<file path="config.mk">
export PLATFORM = sky130hd
export DESIGN_NAME = wvsd_isqrt
export DESIGN_NICKNAME = d
export VERILOG_FILES = /design/src/sv/wvsd_pkg.sv /design/src/sv/wvsd_isqrt.sv
export SDC_FILE = /design/constraint.sdc
export NUM_CORES = 1
export LEC_CHECK = 0
export ABC_AREA = 1
export BUFFER_PORTS_ARGS = -buffer_cell sky130_fd_sc_hd__buf_2
export CORE_UTILIZATION = 37
export DETAILED_ROUTE_END_ITERATION = 8
export PLACE_DENSITY = 0.54
export SLEW_MARGIN = 20
export SYNTH_ARGS = -nofsm -noshare
export SYNTH_HDL_FRONTEND = slang
export SYNTH_SLANG_ARGS = --single-unit
export TNS_END_PERCENT = 30
</file>
<file path="constraint.sdc">
create_clock -name clk -period 2.55 [get_ports clk]
set_input_delay 0.255 -clock clk [delete_from_list [all_inputs] [get_ports clk]]
set_output_delay 0.255 -clock clk [all_outputs]
set_load 0.005 [all_outputs]
</file>
<file path="src/sv/wvsd_pkg.sv">
// ----------------------------------------------------------------------------
// wvsd_pkg
// Shared types and constants for the wind vector to speed/direction pipeline.
// ----------------------------------------------------------------------------
package wvsd_pkg;

  // Component width of the signed u/v inputs
  localparam int COMPONENT_WIDTH = 16;
  // Requested CORDIC iterations; the angle table bounds the usable count
  localparam int CORDIC_STAGES   = 16;

  localparam int CW         = COMPONENT_WIDTH;
  localparam int ATAN_LEN   = 24;
  localparam int CORDIC_N   = (CORDIC_STAGES > ATAN_LEN) ? ATAN_LEN : CORDIC_STAGES;
  localparam int GUARD_BITS = 60 - CW;

  // Iterative section: CORDIC and square root run side by side
  localparam int MID_STAGES  = (CORDIC_N > CW) ? CORDIC_N : CW;
  // abs, squares, sum, iterations, finish, output
  localparam int PIPE_STAGES = MID_STAGES + 5;

  // CORDIC datapath widths
  localparam int XY_W  = 62;
  localparam int XU_W  = XY_W - 1;
  localparam int ANG_W = 32;

  // Square root widths
  localparam int SUM_W  = 2 * CW;
  localparam int REM_W  = CW + 2;
  localparam int PRE_W  = CW + 4;

  // Result formats
  localparam int SPEED_W    = 16;
  localparam int DIR_W      = 16;
  localparam int SPD_CALC_W = CW + SPEED_W + 1;
  localparam int RND_W      = ANG_W + 1;

  localparam logic [SPEED_W-1:0] SPEED_MAX = '1;
  localparam logic [DIR_W-1:0]   DIR_MAX   = 16'd36000;

  // Angles in 2^-16 units of 0.01 degree
  localparam logic [ANG_W-1:0] ANG_90     = 32'd589824000;
  localparam logic [ANG_W-1:0] ANG_180    = 32'd1179648000;
  localparam logic [ANG_W-1:0] ANG_360    = 32'd2359296000;
  localparam logic [ANG_W-1:0] ROUND_HALF = 32'd32768;

  // atan(2^-i) in angle units
  localparam logic [ANG_W-1:0] ATAN_TAB [ATAN_LEN] = '{
    32'd294912000, 32'd174096719, 32'd91987925, 32'd46694507,
    32'd23437865,  32'd11730358,  32'd5866610,  32'd2933484,
    32'd1466765,   32'd733385,    32'd366693,   32'd183346,
    32'd91673,     32'd45837,     32'd22918,    32'd11459,
    32'd5730,      32'd2865,      32'd1432,     32'd716,
    32'd358,       32'd179,       32'd90,       32'd45
  };

  // Quadrant and special-case flags carried alongside the data
  typedef struct packed {
    logic u_neg;
    logic v_neg;
    logic zero;
  } flags_t;

endpackage

</file>
<file path="src/sv/wvsd_isqrt.sv">
// ----------------------------------------------------------------------------
// wvsd_isqrt
// Pipelined digit-by-digit integer square root, one root bit per stage.
// ----------------------------------------------------------------------------
module wvsd_isqrt import wvsd_pkg::*; (
  input  logic                  clk,
  input  logic [MID_STAGES-1:0] en,
  input  logic [SUM_W-1:0]      s,
  output logic [CW-1:0]         root_o,
  output logic [REM_W-1:0]      rem_o
);

  logic [SUM_W-1:0] s_in     [MID_STAGES];
  logic [CW-1:0]    root_in  [MID_STAGES];
  logic [REM_W-1:0] rem_in   [MID_STAGES];
  logic [SUM_W-1:0] s_nxt    [MID_STAGES];
  logic [CW-1:0]    root_nxt [MID_STAGES];
  logic [REM_W-1:0] rem_nxt  [MID_STAGES];
  logic [SUM_W-1:0] s_r      [MID_STAGES];
  logic [CW-1:0]    root_r   [MID_STAGES];
  logic [REM_W-1:0] rem_r    [MID_STAGES];

  assign s_in[0]    = s;
  assign root_in[0] = '0;
  assign rem_in[0]  = '0;

  for (genvar k = 0; k < MID_STAGES; k++) begin : g_stage
    if (k > 0) begin : g_link
      assign s_in[k]    = s_r[k-1];
      assign root_in[k] = root_r[k-1];
      assign rem_in[k]  = rem_r[k-1];
    end

    if (k < CW) begin : g_step
      logic [PRE_W-1:0] pre;
      logic [PRE_W-1:0] trial;
      logic             ge;

      // Bring down the next two operand bits, try root*4+1
      assign pre   = {rem_in[k], s_in[k][SUM_W-1 -: 2]};
      assign trial = PRE_W'({root_in[k], 2'b01});
      assign ge    = (pre >= trial);

      assign rem_nxt[k]  = ge ? REM_W'(pre - trial) : REM_W'(pre);
      assign root_nxt[k] = {root_in[k][CW-2:0], ge};
      assign s_nxt[k]    = {s_in[k][SUM_W-3:0], 2'b00};
    end else begin : g_hold
      assign rem_nxt[k]  = rem_in[k];
      assign root_nxt[k] = root_in[k];
      assign s_nxt[k]    = s_in[k];
    end

    always_ff @(posedge clk) begin
      if (en[k]) begin
        s_r[k]    <= s_nxt[k];
        root_r[k] <= root_nxt[k];
        rem_r[k]  <= rem_nxt[k];
      end
    end
  end

  assign root_o = root_r[MID_STAGES-1];
  assign rem_o  = rem_r[MID_STAGES-1];

endmodule

</file>
# Word level (Yosys, flattened, before mapping)

Memories as Yosys holds them, arrays and structs flattened.
Cells that the tools add are included.

Output and inout port bits: 34
Input port bits: 49
Memory bits (writable): 1024
Register bits after elaboration: 0
Word-level logic and storage cells: 83
Memories kept: 3

Add/sub/neg operators: 16
Order comparisons: 16
Muxes and demuxes: 48

Memory list:

| name   | depth | width | rd ports | clocked after memory_dff | wr ports | line             | RTL |
|---|---|---|---|---|---|---|---|
| s_r    | 16    | 30    | 15       | 0                        | 16       | wvsd_isqrt.sv:19 | `logic [SUM_W-1:0] s_r [MID_STAGES];` |
| rem_r  | 16    | 18    | 16       | 0                        | 16       | wvsd_isqrt.sv:21 | `logic [REM_W-1:0] rem_r [MID_STAGES];` |
| root_r | 16    | 16    | 16       | 0                        | 16       | wvsd_isqrt.sv:20 | `logic [CW-1:0] root_r [MID_STAGES];` |

Operators with widths:

| kind                  | count |
|---|---|
| $ge A20 B18 Y1        | 15 |
| $mux W18              | 16 |
| $sub A18 B18 Y18      | 15 |
| $mux W1               | 32 |
| $sub A2 B1 Y3 const B | 1 |
| $ge A2 B1 Y1 const B  | 1 |

# Logic depth before layout (Yosys ltp)

An unclocked memory read counts as a cell.

Word-level depth: 3
Mapped depth: 14
Depth with buffers taken out: 14

# Worst setup path after synthesis

Ideal clock, no wire load.

Path type: register -> register
Start: mem rem_r[1][55] (netlist name)
End: mem rem_r[1][75] (netlist name), data pin
Arrival: 1.657 ns
Stages on the path, launching flop included: 11
Period minus slack after synthesis: 1.915 ns
Path buffers: 1
Slack: 0.635 ns
Cells stage by stage: edfxtp_1 > ha_1 > a21oi_2 > o21ai_4 > nand2_2 > nand2_2 > nand2_4 > nand2_4 > nor2_8 > buf_8 > o21ai_2

RTL lines:

| item               | line |
|---|---|
| start: declaration | wvsd_isqrt.sv:21 |

==> out/qor.json <==
{
  "worst_setup_path": {
    "crit_path_cell_trace": "ha_1 -> a21oi_1 -> a21boi_2 -> nand2_2 -> nand2_2 -> nand3_2 -> inv_2 -> a21oi_2",
    "timing.critical_path.to_type": "flip-flop",
    "critical-path-slowest-cell": "edfxtp_1",
    "number_of_buffer_and_inverter_stages_on_the_critical_path": 1,
    "worstSetupStartpointType": "flip-flop",
    "path_common_cell": "nand2_2",
    "critical_path_arrival_ps": 2690,
    "worst_path_largest_cell_delay_ps": 410,
    "crit_path_max_fanout": 15,
    "critPathRequiredTime_ps": 2910,
    "path_class": "reg2reg",
    "kind_of_cell_adding_the_most_delay_to_the_critical_path": "compound AO/OA/AOI/OAI gates"
  },
  "sta": {
    "report.final.setup_viol": 0,
    "finalMaxSlewViolations": 0,
    "hold-worst-slack_ps": 130.2,
    "worst_slew_margin_rel": 0.3626,
    "final.setup_skew_ps": 21.37,
    "grt_setup_unrepaired": "false",
    "final_min_period_over_clock_period": 0.9152,
    "final-hold-violation-count": 0,
    "fmax_mhz": 428.5,
    "worst_slew_pin_slew_ps": 956.1,
    "fin_ws_ps": 216.2,
    "tns_ps": 0,
    "min_period_ps": 2334
  },
  "detailed_routing": {
    "drt_first_pass_iters": 5,
    "route.antenna.remaining_nets": 0,
    "drtIter0Drc": 1480,
    "avgViaCountPerCell": 4.707,
    "wl_per_cell_um": 15.77,
    "route.detailed.drc": 0,
    "detailroute.via_count": 23568,
    "postRouteWirelength_mm": 78.98
  },
  "yosys": {
    "synthesis.area_per_instance_um2": 9.605,
    "synth-async-reset-ratio": 0,
    "ys.flop_type": "edfxtp_1",
    "syn-instance-count": 3568,
    "postSynthRegisterBits": 644,
    "yosys_warnings": 0,
    "synth_cell_type_count": 50,
    "mappedNetlistNets": 3772,
    "synth_enable_flop_cells": 644,
    "sequential_to_total_area_share_from_yosys_stat": 0.5643,
    "synth.cell_area_um2": 34270
  },
  "finish": {
    "antennaDiodeCount": 0,
    "finish.instance_area_um2": 39030,
    "final_cell_utilization_of_the_core": 0.4258,
    "drive_above_1_share": 0.1157,
    "layout.filler_cells": 8883,
    "finalNetCount": 3969,
    "stdcell_count": 5007,
    "area_delta_synth_final_pct": 13.87
  },
  "pwr": {
    "leakage_nw": 17.00,
    "total_power_mw": 30.20,
    "vdd.ir_drop.worst_uv": 769.7,
    "pwr_density_cell_nw_per_um2": 773.8
  },
  "clock_tree": {
    "cts_sinks": 644,
    "cts.clk_slew.worst_paths_ps": 60,
    "buffers_from_clock_root_to_sink_at_most": 3,
    "cts-root-buf": "clkbuf_16",
    "tritoncts_clock_tree": "done",
    "htree_levels": 3,
    "clock_insertion_delay_at_the_later_pin_of_the_skew_report_ps": 630,
    "cts_buffers": 74
  },
  "placement": {
    "gp_congestion": 0.8778,
    "place.detailed.hpwl_mm": 60.97,
    "dpl-instance-area_um2": 36200,
    "placed_cells": 4842,
    "dp_slack_ps": 212.9,
    "placement.io_buffers": 82
  },
  "global_routing": {
    "overall_global_routing_usage": 0.1693,
    "grt_first_pass_wirelength_mm": 125.5,
    "grt_pass1_vias": 23087,
    "antenna_violations_before_repair": 0,
    "maximum_number_of_pins_on_one_net_before_global_route_repair": 48,
    "overflow": 0
  },
  "flow_run": {
    "cap_viol_max_count": 0
  },
  "min_path": {
    "timing.hold.worst.class": "in2reg"
  },
  "floorplan": {
    "core_region_area_um2": 91660,
    "floorplan.die.height_um": 306.3,
    "pin_count": 83,
    "row_count": 111,
    "dieWidth_um": 306.3,
    "die_area_um2": 93850,
    "initial_core_util": 0.3739
  },
  "outcome": {
    "status": "complete, no violations"
  }
}
-- sequential cells by signal, summed over array words and instances, names as in the netlist --
name / count
root_r: 136
rem_r: 268
s_r: 240
-- worst reg2reg max path: stages, from the launching register on --
cell,delay [ps]
edfxtp_1,410
ha_1,370
a21oi_1,200
a21boi_2,190
nand2_2,100
nand2_2,110
nand3_2,230
inv_2,370
a21oi_2,90
-- kinds of logic after synthesis --
group | Yosys count | share of synthesized area
and+or+nand+nor | 1731 | 0.2200
xor gates and xnor gates | 102 | 0.02607
adders and majority gates | 155 | 0.05659
other | 1 | 0.0001094
DFF | 644 | 0.5643
buffers and inverters | 586 | 0.06999
AOI/OAI and AO/OA | 349 | 0.06301
-- cells in the final DEF, fill, tap and decap left out, types with 11 or more instances in the layout --
master,count
dlygate4sd3_1,33
nor2_1,263
nand3_1,214
buf_4,28
nand4_1,58
nand3b_1,25
xnor2_1,48
nand2_1,1027
ha_1,155
nor3_1,31
inv_2,19
buf_2,82
xor2_1,54
nand2_4,12
a21oi_1,130
clkbuf_16,74
nand2_2,33
o21ai_0,75
a21oi_2,48
edfxtp_1,644
o21ai_2,37
clkinv_2,17
nor2_2,20
inv_1,534
bufinv_16,11
o21ai_1,37
-- routing by layer --
layer	up-vias	GRT usage	share of wire
met2	367	0.2876	0.48
met1	10860	0.2251	0.47
met4	0	0.04337	0.021
met3	101	0.02592	0.034
met5	-	0	0
li1	12240	-	-
-- timing repair --
action	4_1_cts	5_1_grt
hold endpoints to repair	33	0
endpoints found under the setup margin	0	6
gates resized for setup	0	1
setup buffers	0	0
hold buffers	33	0
-- cell usage after synthesis, types with 6 or more instances --
master,n,share of area
nand2_1,1027,0.11
edfxtp_1,644,0.56
inv_1,534,0.058
nor2_1,263,0.029
nand3_1,214,0.031
ha_1,155,0.057
a21oi_1,130,0.019
o21ai_0,75,0.011
nand4_1,58,0.011
xor2_1,54,0.014
a21oi_2,48,0.012
xnor2_1,48,0.012
o21ai_1,37,0.0054
o21ai_2,37,0.0095
nand2_2,33,0.0060
nor3_1,31,0.0045
nand3b_1,25,0.0055
inv_2,20,0.0022
nor2_2,20,0.0037
buf_6,17,0.0056
nand2_4,12,0.0039
nor2_4,10,0.0033
nand3_2,7,0.0020
or2_2,7,0.0013
o21bai_1,6,0.0013
-- cell type report --
type | count | area (µm²) | area share
multi-input cells | 2338 | 12530 | 0.3212
flip-flops and latches | 644 | 19340 | 0.4955
clock buffers | 83 | 1886 | 0.04832
inverters | 558 | 2106 | 0.05396
repair buffers | 149 | 1071 | 0.02744
clock inverters | 49 | 606.8 | 0.01555
well taps | 1186 | 1484 | 0.03802
-- power breakdown --
group / total (mW) / switching [mW] / internal (mW)
registers: 13.7 / 0.710 / 13.0
clock network: 10.9 / 4.40 / 6.51
logic: 5.54 / 3.56 / 1.98
total: 30.2 / 8.67 / 21.5
-- worst paths after layout --
kind | startpoint | to | slack (ps) | depth (start not counted)
max reg2reg | rem_r[0][113] | rem_r[0][137] | 220 | 8
min reg2reg | s_r[1][18] | s_r[1][50] | 410 | 0
max | rem_r[0][113] | rem_r[0][137] | 220 | 8
min | en[2] | root_r[0][34] | 130 | 2
(Power assumes the default switching activity.)
